[config.mk]
export PLATFORM = sky130hd
export DESIGN_NAME = attention_head_anomaly_probe
export DESIGN_NICKNAME = d
export VERILOG_FILES = /design/src/rtl/core/ahap_pkg.sv /design/src/rtl/core/attention_head_anomaly_probe.sv /design/src/rtl/core/ahap_div.sv /design/src/rtl/core/ahap_ctrl.sv /design/src/rtl/core/ahap_dp.sv
export SDC_FILE = /design/constraint.sdc
export NUM_CORES = 1
export LEC_CHECK = 0
export ABC_AREA = 1
export BUFFER_PORTS_ARGS = -buffer_cell sky130_fd_sc_hd__buf_2
export CORE_ASPECT_RATIO = 1.1
export CORE_MARGIN = 3
export CORE_UTILIZATION = 40
export CTS_CLUSTER_SIZE = 12
export DETAILED_ROUTE_END_ITERATION = 16
export PLACE_DENSITY = 0.63
export SYNTH_ARGS = -nofsm -noshare
export SYNTH_HDL_FRONTEND = slang
export SYNTH_SLANG_ARGS = --single-unit
export TNS_END_PERCENT = 5
[constraint.sdc]
create_clock -name clk -period 5.9 [get_ports clk]
set_clock_uncertainty 0.05 [all_clocks]
set_input_delay 0.59 -clock clk [delete_from_list [all_inputs] [get_ports clk]]
set_output_delay 0.59 -clock clk [all_outputs]
set_load 0.05 [all_outputs]
[src/rtl/core/ahap_pkg.sv]
// Package: types, widths and constants of the attention head anomaly probe.
package ahap_pkg;

  localparam int MAX_HEAD_ELEMENTS = 65536;
  localparam int Q_ONE             = 32768;

  localparam int WGT_W   = 16;
  localparam int LAYER_W = 8;
  localparam int HEAD_W  = 6;
  localparam int KIND_W  = 2;
  localparam int TOT_W   = 32;
  localparam int CFG_IDX_W  = 2;
  localparam int CFG_DATA_W = 16;

  // element count must hold MAX_HEAD_ELEMENTS itself
  localparam int CNT_W  = $clog2(MAX_HEAD_ELEMENTS + 1);
  localparam int SUM_W  = $clog2(longint'(MAX_HEAD_ELEMENTS) * Q_ONE + 1);
  // mean never exceeds Q_ONE, so the quotient fits in one weight word
  localparam int QUO_W  = WGT_W;
  localparam int STEP_W = $clog2(QUO_W);

  typedef enum logic [CFG_IDX_W-1:0] {
    CFG_MAX_LIMIT   = 2'd0,
    CFG_MEAN_LIMIT  = 2'd1,
    CFG_FIRST_LAYER = 2'd2,
    CFG_LAST_LAYER  = 2'd3
  } cfg_idx_t;

  typedef enum logic [KIND_W-1:0] {
    KIND_NORMAL = 2'd0,
    KIND_MAX    = 2'd1,
    KIND_MEAN   = 2'd2
  } kind_t;

  typedef enum logic [1:0] {
    ST_ACC,
    ST_DLOAD,
    ST_DIV,
    ST_DONE
  } state_t;

  typedef struct packed {
    logic acc_en;     // accumulate the accepted weight word
    logic clr_stats;  // clear probed and anomaly counters
    logic div_load;   // load divider from sum and count
    logic div_step;   // one restoring division step
    logic out_load;   // capture result, bump counters, restart head
  } ctrl_cmd_t;

  typedef struct packed {
    logic hit;        // weight word in probed layer range
    logic clr;        // clear action on the input
    logic last;       // head end flag on the input
    logic out_busy;   // output register full and stalled
  } dp_stat_t;

endpackage

[src/rtl/core/attention_head_anomaly_probe.sv]
// Top level of the attention head anomaly probe.
//
//  channel | direction | handshake            | word
//  in_     | input     | in_valid / in_stall  | action, weight, layer, head, head end
//  out_    | output    | out_valid / out_stall| tags, peak, mean, kind, two totals
//  cfg_    | input     | cfg_valid / cfg_ready| register index, data
//
// Weight words and clear actions stream back-to-back at one per cycle while no probed head end is in progress.
// A probed head-end word stalls the input through load, 16 steps of the bit-serial divider, and hand-off.
// The result sits in an output register; new words are taken while it waits,
// but the next head end stalls at hand-off until out_stall drops.
// Synchronous active-low reset; no clearing pass, the block is ready right after reset.
module attention_head_anomaly_probe (
  input  logic                            clk,
  input  logic                            rst_n,
  input  logic                            in_valid,
  output logic                            in_stall,
  input  logic                            in_action,
  input  logic [ahap_pkg::WGT_W-1:0]      in_weight,
  input  logic [ahap_pkg::LAYER_W-1:0]    in_layer_index,
  input  logic [ahap_pkg::HEAD_W-1:0]     in_head_index,
  input  logic                            in_head_end,
  output logic                            out_valid,
  input  logic                            out_stall,
  output logic [ahap_pkg::LAYER_W-1:0]    out_layer,
  output logic [ahap_pkg::HEAD_W-1:0]     out_head,
  output logic [ahap_pkg::WGT_W-1:0]      out_peak_weight,
  output logic [ahap_pkg::WGT_W-1:0]      out_average_weight,
  output logic [ahap_pkg::KIND_W-1:0]     out_anomaly_kind,
  output logic [ahap_pkg::TOT_W-1:0]      out_probed_total,
  output logic [ahap_pkg::TOT_W-1:0]      out_anomaly_total,
  input  logic                            cfg_valid,
  output logic                            cfg_ready,
  input  logic [ahap_pkg::CFG_IDX_W-1:0]  cfg_index,
  input  logic [ahap_pkg::CFG_DATA_W-1:0] cfg_data
);

  ahap_pkg::ctrl_cmd_t cmd;
  ahap_pkg::dp_stat_t  stat;

  assign cfg_ready = 1'b1;

  ahap_ctrl u_ctrl (
    .clk      (clk),
    .rst_n    (rst_n),
    .in_valid (in_valid),
    .in_stall (in_stall),
    .stat     (stat),
    .cmd      (cmd)
  );

  ahap_dp u_dp (
    .clk                (clk),
    .rst_n              (rst_n),
    .cmd                (cmd),
    .stat               (stat),
    .cfg_we             (cfg_valid && cfg_ready),
    .cfg_index          (cfg_index),
    .cfg_data           (cfg_data),
    .in_action          (in_action),
    .in_weight          (in_weight),
    .in_layer_index     (in_layer_index),
    .in_head_index      (in_head_index),
    .in_head_end        (in_head_end),
    .out_stall          (out_stall),
    .out_valid          (out_valid),
    .out_layer          (out_layer),
    .out_head           (out_head),
    .out_peak_weight    (out_peak_weight),
    .out_average_weight (out_average_weight),
    .out_anomaly_kind   (out_anomaly_kind),
    .out_probed_total   (out_probed_total),
    .out_anomaly_total  (out_anomaly_total)
  );

endmodule

[src/rtl/core/ahap_div.sv]
// Iterative restoring divider: one quotient bit per step.
module ahap_div (
  input  logic                     clk,
  input  logic                     load,
  input  logic                     step,
  input  logic [ahap_pkg::SUM_W-1:0] dividend,
  input  logic [ahap_pkg::CNT_W-1:0] divisor,
  output logic [ahap_pkg::QUO_W-1:0] quotient
);

  logic [ahap_pkg::CNT_W-1:0] rem_r, rem_nxt;
  logic [ahap_pkg::CNT_W-1:0] dvs_r, dvs_nxt;
  logic [ahap_pkg::QUO_W-1:0] low_r, low_nxt;
  logic [ahap_pkg::QUO_W-1:0] quo_r, quo_nxt;
  logic [ahap_pkg::CNT_W:0]   trial;
  logic [ahap_pkg::CNT_W:0]   diff;

  assign trial = {rem_r, low_r[ahap_pkg::QUO_W-1]};
  assign diff  = trial - {1'b0, dvs_r};

  always_comb begin
    rem_nxt = rem_r;
    dvs_nxt = dvs_r;
    low_nxt = low_r;
    quo_nxt = quo_r;
    if (load) begin
      // high part is below the divisor since the quotient fits QUO_W bits
      rem_nxt = ahap_pkg::CNT_W'(dividend[ahap_pkg::SUM_W-1:ahap_pkg::QUO_W]);
      dvs_nxt = divisor;
      low_nxt = dividend[ahap_pkg::QUO_W-1:0];
      quo_nxt = '0;
    end else if (step) begin
      low_nxt = {low_r[ahap_pkg::QUO_W-2:0], 1'b0};
      if (trial >= {1'b0, dvs_r}) begin
        rem_nxt = diff[ahap_pkg::CNT_W-1:0];
        quo_nxt = {quo_r[ahap_pkg::QUO_W-2:0], 1'b1};
      end else begin
        rem_nxt = trial[ahap_pkg::CNT_W-1:0];
        quo_nxt = {quo_r[ahap_pkg::QUO_W-2:0], 1'b0};
      end
    end
  end

  always_ff @(posedge clk) begin
    rem_r <= rem_nxt;
    dvs_r <= dvs_nxt;
    low_r <= low_nxt;
    quo_r <= quo_nxt;
  end

  assign quotient = quo_r;

endmodule

[src/rtl/core/ahap_ctrl.sv]
// Controller: sequences accumulate, divide and result hand-off.
module ahap_ctrl (
  input  logic                 clk,
  input  logic                 rst_n,
  input  logic                 in_valid,
  output logic                 in_stall,
  input  ahap_pkg::dp_stat_t   stat,
  output ahap_pkg::ctrl_cmd_t  cmd
);

  ahap_pkg::state_t            state_r, state_nxt;
  logic [ahap_pkg::STEP_W-1:0] step_r, step_nxt;
  logic                        accept;

  always_ff @(posedge clk) begin
    if (!rst_n) begin
      state_r <= ahap_pkg::ST_ACC;
      step_r  <= '0;
    end else begin
      state_r <= state_nxt;
      step_r  <= step_nxt;
    end
  end

  assign accept = in_valid && !in_stall;

  always_comb begin
    state_nxt = state_r;
    step_nxt  = step_r;
    in_stall  = 1'b1;
    cmd       = '0;
    case (state_r)
      ahap_pkg::ST_ACC: begin
        in_stall      = 1'b0;
        cmd.acc_en    = accept && stat.hit;
        cmd.clr_stats = accept && stat.clr;
        if (accept && stat.hit && stat.last) begin
          state_nxt = ahap_pkg::ST_DLOAD;
        end
      end
      ahap_pkg::ST_DLOAD: begin
        cmd.div_load = 1'b1;
        step_nxt     = '0;
        state_nxt    = ahap_pkg::ST_DIV;
      end
      ahap_pkg::ST_DIV: begin
        cmd.div_step = 1'b1;
        step_nxt     = step_r + 1'b1;
        if (step_r == ahap_pkg::STEP_W'(ahap_pkg::QUO_W - 1)) begin
          state_nxt = ahap_pkg::ST_DONE;
        end
      end
      ahap_pkg::ST_DONE: begin
        if (!stat.out_busy) begin
          cmd.out_load = 1'b1;
          state_nxt    = ahap_pkg::ST_ACC;
        end
      end
      default: begin
        state_nxt = ahap_pkg::ST_ACC;
      end
    endcase
  end

endmodule

[src/rtl/core/ahap_dp.sv]
// Datapath: config registers, head accumulators, counters, output register.
module ahap_dp (
  input  logic                          clk,
  input  logic                          rst_n,
  input  ahap_pkg::ctrl_cmd_t           cmd,
  output ahap_pkg::dp_stat_t            stat,
  input  logic                          cfg_we,
  input  logic [ahap_pkg::CFG_IDX_W-1:0]  cfg_index,
  input  logic [ahap_pkg::CFG_DATA_W-1:0] cfg_data,
  input  logic                          in_action,
  input  logic [ahap_pkg::WGT_W-1:0]    in_weight,
  input  logic [ahap_pkg::LAYER_W-1:0]  in_layer_index,
  input  logic [ahap_pkg::HEAD_W-1:0]   in_head_index,
  input  logic                          in_head_end,
  input  logic                          out_stall,
  output logic                          out_valid,
  output logic [ahap_pkg::LAYER_W-1:0]  out_layer,
  output logic [ahap_pkg::HEAD_W-1:0]   out_head,
  output logic [ahap_pkg::WGT_W-1:0]    out_peak_weight,
  output logic [ahap_pkg::WGT_W-1:0]    out_average_weight,
  output logic [ahap_pkg::KIND_W-1:0]   out_anomaly_kind,
  output logic [ahap_pkg::TOT_W-1:0]    out_probed_total,
  output logic [ahap_pkg::TOT_W-1:0]    out_anomaly_total
);

  logic [ahap_pkg::WGT_W-1:0]   max_limit_r, mean_limit_r;
  logic [ahap_pkg::LAYER_W-1:0] first_layer_r, last_layer_r;

  logic [ahap_pkg::WGT_W-1:0]   peak_r, peak_nxt;
  logic [ahap_pkg::SUM_W-1:0]   sum_r, sum_nxt;
  logic [ahap_pkg::CNT_W-1:0]   cnt_r, cnt_nxt;
  logic [ahap_pkg::LAYER_W-1:0] tag_layer_r;
  logic [ahap_pkg::HEAD_W-1:0]  tag_head_r;
  logic [ahap_pkg::TOT_W-1:0]   probed_r, probed_nxt;
  logic [ahap_pkg::TOT_W-1:0]   anom_r, anom_nxt;
  logic                         out_valid_r, out_valid_nxt;

  logic [ahap_pkg::WGT_W-1:0]   wclip;
  logic [ahap_pkg::QUO_W-1:0]   quotient;
  ahap_pkg::kind_t              kind;

  assign stat.hit      = !in_action && (in_layer_index >= first_layer_r)
                         && (in_layer_index <= last_layer_r);
  assign stat.clr      = in_action;
  assign stat.last     = in_head_end;
  assign stat.out_busy = out_valid_r && out_stall;

  assign wclip = (in_weight > ahap_pkg::WGT_W'(ahap_pkg::Q_ONE)) ?
                 ahap_pkg::WGT_W'(ahap_pkg::Q_ONE) : in_weight;

  always_ff @(posedge clk) begin
    if (!rst_n) begin
      max_limit_r   <= 16'd31130;
      mean_limit_r  <= 16'd26214;
      first_layer_r <= '0;
      last_layer_r  <= '1;
    end else if (cfg_we) begin
      case (ahap_pkg::cfg_idx_t'(cfg_index))
        ahap_pkg::CFG_MAX_LIMIT:   max_limit_r   <= cfg_data;
        ahap_pkg::CFG_MEAN_LIMIT:  mean_limit_r  <= cfg_data;
        ahap_pkg::CFG_FIRST_LAYER: first_layer_r <= cfg_data[ahap_pkg::LAYER_W-1:0];
        ahap_pkg::CFG_LAST_LAYER:  last_layer_r  <= cfg_data[ahap_pkg::LAYER_W-1:0];
        default: ;
      endcase
    end
  end

  ahap_div u_div (
    .clk      (clk),
    .load     (cmd.div_load),
    .step     (cmd.div_step),
    .dividend (sum_r),
    .divisor  (cnt_r),
    .quotient (quotient)
  );

  always_comb begin
    if (peak_r > max_limit_r) begin
      kind = ahap_pkg::KIND_MAX;
    end else if (quotient > mean_limit_r) begin
      kind = ahap_pkg::KIND_MEAN;
    end else begin
      kind = ahap_pkg::KIND_NORMAL;
    end
  end

  always_comb begin
    peak_nxt      = peak_r;
    sum_nxt       = sum_r;
    cnt_nxt       = cnt_r;
    probed_nxt    = probed_r;
    anom_nxt      = anom_r;
    out_valid_nxt = out_valid_r && out_stall;
    // past the element cap the head keeps its stats but can still close
    if (cmd.acc_en && (cnt_r < ahap_pkg::CNT_W'(ahap_pkg::MAX_HEAD_ELEMENTS))) begin
      if (wclip > peak_r) begin
        peak_nxt = wclip;
      end
      sum_nxt = sum_r + ahap_pkg::SUM_W'(wclip);
      cnt_nxt = cnt_r + 1'b1;
    end
    if (cmd.clr_stats) begin
      probed_nxt = '0;
      anom_nxt   = '0;
    end
    if (cmd.out_load) begin
      peak_nxt      = '0;
      sum_nxt       = '0;
      cnt_nxt       = '0;
      out_valid_nxt = 1'b1;
      if (probed_r != '1) begin
        probed_nxt = probed_r + 1'b1;
      end
      if ((kind != ahap_pkg::KIND_NORMAL) && (anom_r != '1)) begin
        anom_nxt = anom_r + 1'b1;
      end
    end
  end

  always_ff @(posedge clk) begin
    if (!rst_n) begin
      peak_r      <= '0;
      sum_r       <= '0;
      cnt_r       <= '0;
      probed_r    <= '0;
      anom_r      <= '0;
      out_valid_r <= 1'b0;
    end else begin
      peak_r      <= peak_nxt;
      sum_r       <= sum_nxt;
      cnt_r       <= cnt_nxt;
      probed_r    <= probed_nxt;
      anom_r      <= anom_nxt;
      out_valid_r <= out_valid_nxt;
    end
  end

  always_ff @(posedge clk) begin
    if (cmd.acc_en && in_head_end) begin
      tag_layer_r <= in_layer_index;
      tag_head_r  <= in_head_index;
    end
    if (cmd.out_load) begin
      out_layer          <= tag_layer_r;
      out_head           <= tag_head_r;
      out_peak_weight    <= peak_r;
      out_average_weight <= quotient;
      out_anomaly_kind   <= kind;
      out_probed_total   <= probed_nxt;
      out_anomaly_total  <= anom_nxt;
    end
  end

  assign out_valid = out_valid_r;

endmodule

==> results of run 1 <==
-- cells in the mapped netlist, drive strengths merged (4+ instances only) --
cell type  number  area share, %
nand2         745             14
inv           313            5.8
nor2          239            4.7
dfxtp         201             20
a21oi         182            4.9
edfxtp        175             26
nand3         129            3.4
o21ai         129            3.2
ha            105            6.5
nand4          63            2.0
nor3           56            1.4
clkbuf         52           0.97
xor2           47            2.0
xnor2          29            1.3
buf            28           0.80
nand3b         21           0.78
o211ai         18           0.67
nor4            8           0.25
a21o            7           0.26
o21bai          5           0.19
or2             4           0.12
-- sequential cells by signal, indices dropped and copies added, names as in the netlist, 17 cells and up --
signal,cells
u_dp.u_div.dvs_r,17
u_dp.out_anomaly_total,32
u_dp.sum_r,32
u_dp.u_div.rem_r,17
u_dp.out_probed_total,32
u_dp.anom_r,32
u_dp.probed_r,32
u_dp.cnt_r,17
-- logic make-up (layout without fill, tap and decap cells) --
family                   Yosys count  after routing  share of synthesized area [%]
other                              1              1                        0.01858
buffers and inverters            394            574                          7.607
adder cells (fa/ha/maj)          107            107                          6.708
flip-flops                       376            376                          45.98
XOR/XNOR                          76             76                          3.298
AND/OR/NAND/NOR                 1273           1273                          27.02
AO/OA/AOI/OAI                    346            346                          9.374
-- per-stage QoR --
stage	hold slack, ns	cells	power (mW)	setup slack [ns]
after floorplan	0.3503	2573	5.272	0.7495
final	0.1622	3405	8.448	2.477
after global routing	0.1352	3405	8.990	2.194
after CTS	0.1270	3405	8.529	2.465
after detailed placement	0.3556	3328	5.928	2.156
after global placement	0.3515	3328	5.869	2.254
-- final cells by class --
type / count / area, sq um / area share, %
timing repair buffer: 183 / 953.4 / 4.151
tap: 652 / 815.8 / 3.552
sequential: 376 / 9279 / 40.40
multi-input combinational: 1803 / 9393 / 40.90
clock buffer: 69 / 1296 / 5.644
inverter: 314 / 1179 / 5.132
clock inverter: 8 / 51.30 / 0.2234
-- layer usage --
layer	GRT usage (%)	routed length, microns	up-vias
li1	-	-	8720
met1	27.90	25170	8104
met2	33.03	25270	440
met3	3.214	3222	84
met4	5.626	1331	0
met5	0	0	-
-- power by group through the flow --
stage	logic [mW]	registers, mW	clock network, mW
2_1_floorplan	1.70	3.58	0
3_3_place_gp	2.39	3.48	0
3_5_place_dp	2.44	3.48	0
4_1_cts	2.46	3.44	2.64
5_1_grt	2.78	3.47	2.74
6_report	2.44	3.43	2.57
-- worst max-delay path, delay by kind of cell (launching register included) --
family / cells / cell delay (ns)
compound gates: 2 / 0.48
fa+ha+maj: 2 / 0.63
flops: 1 / 0.37
simple gates: 8 / 1.64
-- path summary, 6_finish.rpt --
| kind | startpoint | end | slack [ns] | cells past startpoint |
|---|---|---|---|---|
| worst max-delay path | u_dp.u_div.dvs_r[0]$_DFFE_PP_ | u_dp.u_div.rem_r[11]$_DFFE_PP_ | 2.48 | 12 |
| worst min-delay path | in_head_index[1] | u_dp.tag_head_r[1]$_DFFE_PP_ | 0.16 | 1 |
| worst min register to register | u_dp.tag_layer_r[2]$_DFFE_PP_ | u_dp.out_layer[2]$_DFFE_PP_ | 0.37 | 0 |
| worst max register to register | u_dp.u_div.dvs_r[0]$_DFFE_PP_ | u_dp.u_div.rem_r[11]$_DFFE_PP_ | 2.48 | 12 |
==> flow_results.org, run 1 <==
** Status
- The run finished with clean final reports.

** Timing
- Setup repair after global routing left no endpoint under its margin.
- Max-slew violation count :: 0
- Final hold violations :: 0
- The final critical path takes up 58.01% of the cycle.
- For this run, the top clock speed supported by timing is 292.2 MHz.
- At the pin with the least slew margin, the transition time is between 1 and 1.5 ns.
- Minimum clock period after layout :: 3.423 ns
- Measured against its own limit, the worst slew margin works out to 27.50%.
- Finish-stage setup viols :: 0
- Post-Route Setup TNS :: 0 ns

** Global route
- GR Overflow Total :: 0
- Global-route wire length before repair :: just under 90 mm
- Antenna violations before repair :: 0
- The number of global-route vias before repair is 16341.
- Entering global routing, the biggest net connects 83 pins.
- Global-route total usage across every layer :: 20.26%

** Drt
- Drt first pass iters :: 5
- Antenna Violating Nets Remaining :: 0
- The detailed router placed around 17000 vias in this run.
- The first routing iteration left 1186 violations.
- Wire length per cell after detailed routing :: 16.15 microns
- Via density per instance :: 5.095
- Summed over all layers, the routed wires come to around 55 mm.
- Remaining design rule violation count :: 0

** Floorplanning
- Row generation in the floorplan step produced 85 rows.
- DIE AREA :: 53190 sq um
- Starting Density :: 40.81%
- Ports placed on the boundary :: 170
- The core region is 49450 sq um.
- From left edge to right edge, the die measures about 220 microns.
- Overall die height :: about 240 microns

** Flow run
- Number of maximum-capacitance constraint violations :: 0

** Power and ir drop
- The worst-case IR drop observed on VDD is 0.0002452 V.
- Summed over all cells, the static leakage comes to 10.16 nW.
- In this run the power spent charging and discharging nets is between 2 and 3 mW.
- Combinational logic is responsible for 28.9% of the overall power.
- Portion of total power attributed to the clock network :: 30.4%
- Register share of total power :: 40.7%
- Internal power :: 5.474 mW
- In this run the power density over the cells is 367.8 nW/um^2.
- Switching share of power :: 35.20%

** Cells and area
- Summing all non-filler instances in the final layout gives an area of 22970 sq um.
- For this run, the post-layout net count is 2882.
- Most frequent cells in the layout :: sky130_fd_sc_hd__nand2_1 (722), sky130_fd_sc_hd__inv_1 (312), sky130_fd_sc_hd__nor2_1 (227)
- Leading cell type in the layout, fill and taps excluded :: sky130_fd_sc_hd__nand2_1
- Antenna fix cells :: 0
- Fraction of final layout cells sized beyond drive strength 1 :: 11.33%
- Number of fill cells :: between 4000 and 5000
- Compared with the post-synthesis result, the final layout area differs by 13.80%.
- Cells fill 46.44% of the core in the end.

** Clock network
- H-tree Lvls :: 2
- Clock latency reported for the late side of the worst-skew pair :: 0.56 ns
- TritonCTS created 42 clock buffers.
- Sink Count :: 376
- Clock tree from TritonCTS :: built
- Once the clock tree was built, the setup fixing pass inserted 0 buffers.
- After clock tree synthesis, the clock-pin slew on the worst setup and hold paths is 0.06 ns.
- Post-CTS repair changed the size of 0 cells.
- Cell chosen for the clock root :: sky130_fd_sc_hd__clkbuf_16
- Hold repair after CTS inserted 0 buffers.
- The clock passes through at most 3 buffers.

** Yosys
- Sequential-to-total area share from yosys stat :: 45.98%
- The Yosys step of the flow raised 0 warnings.
- Yosys cell types :: 43
- Combined area of all synthesized cells :: 20180 sq um
- In the synthesized netlist the dominant register cell turns out to be sky130_fd_sc_hd__dfxtp_1.
- Net count after synthesis :: 2735
- A synthesized cell averages approximately 7.8 sq um.
- Fraction of registers with async set/reset :: 0%
- The synthesized design contains about 180 enable-type register cells.
- Number of cells produced by synthesis :: 2573
- Synthesis inferred ~380 register bits.

** Worst setup path
- Along the worst path, the maximum fanout reaches 21.
- Slowest cell on the critical path :: sky130_fd_sc_hd__nand2_1
- Data on the critical path arrives at its endpoint at 3.68 ns.
- Critical path's most frequent cell :: sky130_fd_sc_hd__nand2_1
- STA classifies the critical path startpoint as a flop.
- On the worst path, the slowest cell contributes a delay of ~0.73 ns.
- Crit path required time :: 6.16 ns
- The signal on the critical path passes through ha_1, fa_1, o21ai_1, nand2_1, nand3_1, nand2_1, nand2_1, nand2_1, nand2_1, o21ai_0, nand3_1, nand2_1.
- The critical path is of the reg2reg type.
- Nature of the critical path endpoint :: flop

** Placement
- Detailed placement HPWL :: 40.52 mm
- The placed instances occupy a cell area of 21620 sq um.
- Weighted congestion at the end of routability-driven global placement :: 0.9324
- Buffers placed on the I/O ports in this run total around 170.

** Min path
- In this run the worst hold path is classified as in2reg.
No activity file was read; power rests on OpenSTA's default activity.
==> inputs of run 2 (changes only) <==
--- a/config.mk
+++ b/config.mk
@@ -12,7 +12,7 @@
 export CORE_UTILIZATION = 40
 export CTS_CLUSTER_SIZE = 12
 export DETAILED_ROUTE_END_ITERATION = 16
-export PLACE_DENSITY = 0.63
+export PLACE_DENSITY = 0.65
 export SYNTH_ARGS = -nofsm -noshare
 export SYNTH_HDL_FRONTEND = slang
 export SYNTH_SLANG_ARGS = --single-unit
==> constraint.sdc (replaced) <==
create_clock -name clk -period 2.8 [get_ports clk]
set_clock_uncertainty 0.05 [all_clocks]
set_input_delay 0.28 -clock clk [delete_from_list [all_inputs] [get_ports clk]]
set_output_delay 0.28 -clock clk [all_outputs]
set_load 0.05 [all_outputs]
==> run 2 against run 1 <==
  * Die area is the same
  * Critical endpoint is now u_dp.u_div.rem_r[2]$_DFFE_PP_
  * Clock power grew 110%
  * Critical path depth grew 1
  * Critical path type unchanged
  * Global-route usage grew 0.38 points
  * Total power grew 110%
  * Sequential cell count is the same
==> flow_results.org, run 2 (synthesis results as in run 1) <==
** Worst setup path
- Crit path required time :: 3.06 ns (was 6.16 ns)
- Class of the most critical setup path :: reg2reg (unchanged)
- Worst Setup Start Kind :: flop (unchanged)
- Crit-path cells :: ha_1, fa_1, o21ai_1, nand2_1, nand3_1, nand2_1, nand2_1, nand2_1, nand2_1, buf_4, nand2_1, nand3_1, o21ai_0 (was ha_1, fa_1, o21ai_1, nand2_1, nand3_1, nand2_1, nand2_1, nand2_1, nand2_1, o21ai_0, nand3_1, nand2_1)
- Slowest cell on the critical path :: sky130_fd_sc_hd__edfxtp_1 (was sky130_fd_sc_hd__nand2_1)
- Worst Path Arrival :: 2.85 ns (was 3.68 ns)
- The maximum fanout along the worst path came to 14 (was 21).
- The biggest cell delay along the critical path was 0.43 ns (was 0.73 ns).
- Nature of the critical path endpoint :: flop (unchanged)
- Critical path's most frequent cell :: sky130_fd_sc_hd__nand2_1 (unchanged)

** Clock network
- H-tree Lvls :: 2 (unchanged)
- The post-CTS clock slew at the launch and capture registers of the worst setup and hold paths was 0.06 ns (about the same).
- Clock latency reported for the late side of the worst-skew pair :: 0.58 ns (was 0.56 ns)
- Cell chosen for the clock root :: sky130_fd_sc_hd__clkbuf_16 (unchanged)
- The CTS tree was built (unchanged).
- The number of instances resized during post-cts repair was 0 (unchanged).
- The number of buffers created by CTS was 42 (unchanged).
- The maximum clock insertion buffer count was 3 (unchanged).
- Sink Count :: 376 (unchanged)

** Power and ir drop
- IR drop worst, VDD :: 0.0005240 V (was 0.0002452 V)
- The cell leakage power is 10.80 nW (was 10.16 nW).
- The power density relative to cell area is 750.8 nW/um^2 (was 367.8 nW/um^2).
- The sequential cell fraction of total power came to 39.6% (was 40.7%).
- Logic gate share of total power :: 31.1% (was 28.9%)
- The clock share of power came to 29.3% (was 30.4%).
- The switching power share of the total is 35.43% (was 35.20%).
- Switching component of the power :: 6.412 mW (was 2.974 mW)
- Internal power :: 11.69 mW (was 5.474 mW)

** Cells and area
- Final layout net count :: 3012 (was 2882)
- The antenna diode count came to 0 (unchanged).
- The most common library cell in the layout ignoring fill and taps is sky130_fd_sc_hd__nand2_1 (unchanged).
- Area of combinational cells with multiple inputs :: 9388 sq um (was 9393 sq um)
- Number of fill cells :: 4737 (was 4931)
- Layout-stage area growth over the synthesis result :: 19.44% (was 13.80%)
- The fraction of final layout cells with drive strength greater than 1 was 14.26% (was 11.33%).
- The area occupied by registers is 9279 sq um (unchanged).
- Non-filler instance count after layout :: 3534 (was 3405)
- Most frequent cells in the layout :: sky130_fd_sc_hd__nand2_1 (722), sky130_fd_sc_hd__inv_1 (312), sky130_fd_sc_hd__nor2_1 (227) (unchanged)
- The utilization after layout came to 48.74% (was 46.44%).

** Drt
- Remaining design rule violation count :: 0 (unchanged)
- Via density per instance :: 5.019 (was 5.095)
- The average wire length per cell after detail routing is 15.83 microns (was 16.15 microns).
- The initial DRC count is 1272 (was 1186).
- The first-pass iteration count of the detailed router was 5 (unchanged).
- Antenna Violating Nets Remaining :: 0 (unchanged)
- The total length of routed wires is 55.95 mm (was 55.00 mm).
- Overall via count from detail_route :: 17737 (was 17348)

** Placement
- The total instance count after detailed placement is 3425 (was 3328).
- The detailed-placement wirelength estimate is 42.13 mm (was 40.52 mm).
- Weighted congestion at the end of routability-driven global placement :: 0.9566 (was 0.9324)
- I/O Buffers :: 168 (unchanged)

** Global route
- Maximum number of pins on one net before global-route repair :: 77 (was 83)
- The number of antenna violations at the first check in global routing came to 0 (unchanged).
- The total overflow reported by the global router came to 0 (unchanged).
- The number of global-route vias before repair was 16771 (was 16341).
- Global-route total usage across every layer :: 20.63% (was 20.26%)
- The first-pass GRT wire length is 88.80 mm (was 87.13 mm).

** Floorplanning
- The cell row count came to 85 (unchanged).
- DIE AREA :: 53190 sq um (unchanged)
- The initial core utilization was 40.81% (unchanged).
- Floorplan core area :: 49450 sq um (unchanged)
- The overall die height was 241.6 microns (unchanged).
- Die W :: 220.2 microns (unchanged)
- Ports placed on the boundary :: 170 (unchanged)

** Timing
- Max_slew headroom :: 43.71% (was 27.50%)
- The pin slew with the least headroom to its limit is 0.8412 ns (was 1.086 ns).
- Max-slew violation count :: 0 (unchanged)
- Fmax achieved :: 386.4 MHz (was 292.2 MHz)
- The final-report setup violation count came to 0 (unchanged).
- Minimum clock period after layout :: 2.588 ns (was 3.423 ns)
- Final hold violations :: 0 (unchanged)
- RSZ-0062 raised after global routing: false (unchanged).
- Final worst path period share :: 92.44% (was 58.01%)

** Min path
- The worst hold-check path type is in2reg (unchanged).

** Status
- Outcome :: finished clean (unchanged)

** Flow run
- Number of maximum-capacitance constraint violations :: 0 (unchanged)
==> run 2: cell types whose count changed in the layout (fill, tap and decap cells not counted), moves of 2 or more <==
cell / delta
sky130_fd_sc_hd__clkbuf_16: -2
sky130_fd_sc_hd__clkinv_1: +3
sky130_fd_sc_hd__buf_12: +9
sky130_fd_sc_hd__clkbuf_1: -4
sky130_fd_sc_hd__inv_16: +2
sky130_fd_sc_hd__dlygate4sd3_1: +31
sky130_fd_sc_hd__buf_4: +90
sky130_fd_sc_hd__clkbuf_8: -2
sky130_fd_sc_hd__clkinvlp_4: +2
==> run 2: timing repair <==
item / CTS / global route
hold buffers: 31 / 0
setup endpoints to repair: 0 / 6
endpoints found under the hold margin: 44 / 0
setup buffers: 0 / 2
==> run 2: stage by stage <==
stage	setup slack, ns	setup TNS (ns)	power, mW	area, sq um	hold slack (ns)
2_1_floorplan	0.1751	0	11.09	20190	0.3289
3_3_place_gp	-0.08465	-0.3689	12.71	22460	0.3510
3_5_place_dp	-0.1438	-0.9846	12.83	22460	0.3579
4_1_cts	0.1989	0	18.21	24090	0.001907
5_1_grt	0.04175	0	19.22	24110	0.04124
6_report	0.2117	0	18.10	24110	0.03151
==> run 2: power by group through the flow <==
stage	registers (mW)	logic [mW]	clock network, mW
global placement	7.27	5.44	0
global route	7.24	6.34	5.64
detailed placement	7.28	5.55	0
finish	7.17	5.63	5.30
CTS	7.17	5.61	5.43
floorplan	7.51	3.58	0
==> run 2: critical path, delay by kind of cell, from the launching register on <==
kind	cells	cell delay [ns]
AND/OR/NAND/NOR	8	0.71
AO/OA/AOI/OAI	2	0.27
adder cells (fa/ha/maj)	2	0.68
buffers and inverters	1	0.20
flip-flops	1	0.43
==> run 2: layout make-up <==
cell class	instances	share of cell area [%]
inverter	314	4.889
timing repair buffer	313	8.793
sequential	376	38.49
tap	652	3.384
multi-input combinational	1803	38.94
clock buffer	62	5.014
clock inverter	14	0.4827
==> run 2: final timing paths <==
check	endpoint	slack [ns]	cells after the start	start
hold / removal	u_dp.mean_limit_r[15]$_SDFFE_PN0P_	0.03	3	cfg_data[15]
hold reg to reg	u_dp.out_layer[3]$_DFFE_PP_	0.37	0	u_dp.tag_layer_r[3]$_DFFE_PP_
setup reg to reg	u_dp.u_div.rem_r[2]$_DFFE_PP_	0.21	13	u_dp.u_div.dvs_r[0]$_DFFE_PP_
setup / recovery	u_dp.u_div.rem_r[2]$_DFFE_PP_	0.21	13	u_dp.u_div.dvs_r[0]$_DFFE_PP_
==> run 2: layer usage <==
| metal | GRT usage [%] | vias up | share of wire, % |
|---|---|---|---|
| met5 | 0 | - | 0 |
| met4 | 5.115 | 0 | 2.1 |
| met3 | 2.950 | 74 | 5.9 |
| met2 | 33.52 | 470 | 46 |
| met1 | 29.01 | 8217 | 46 |
| li1 | - | 8976 | - |
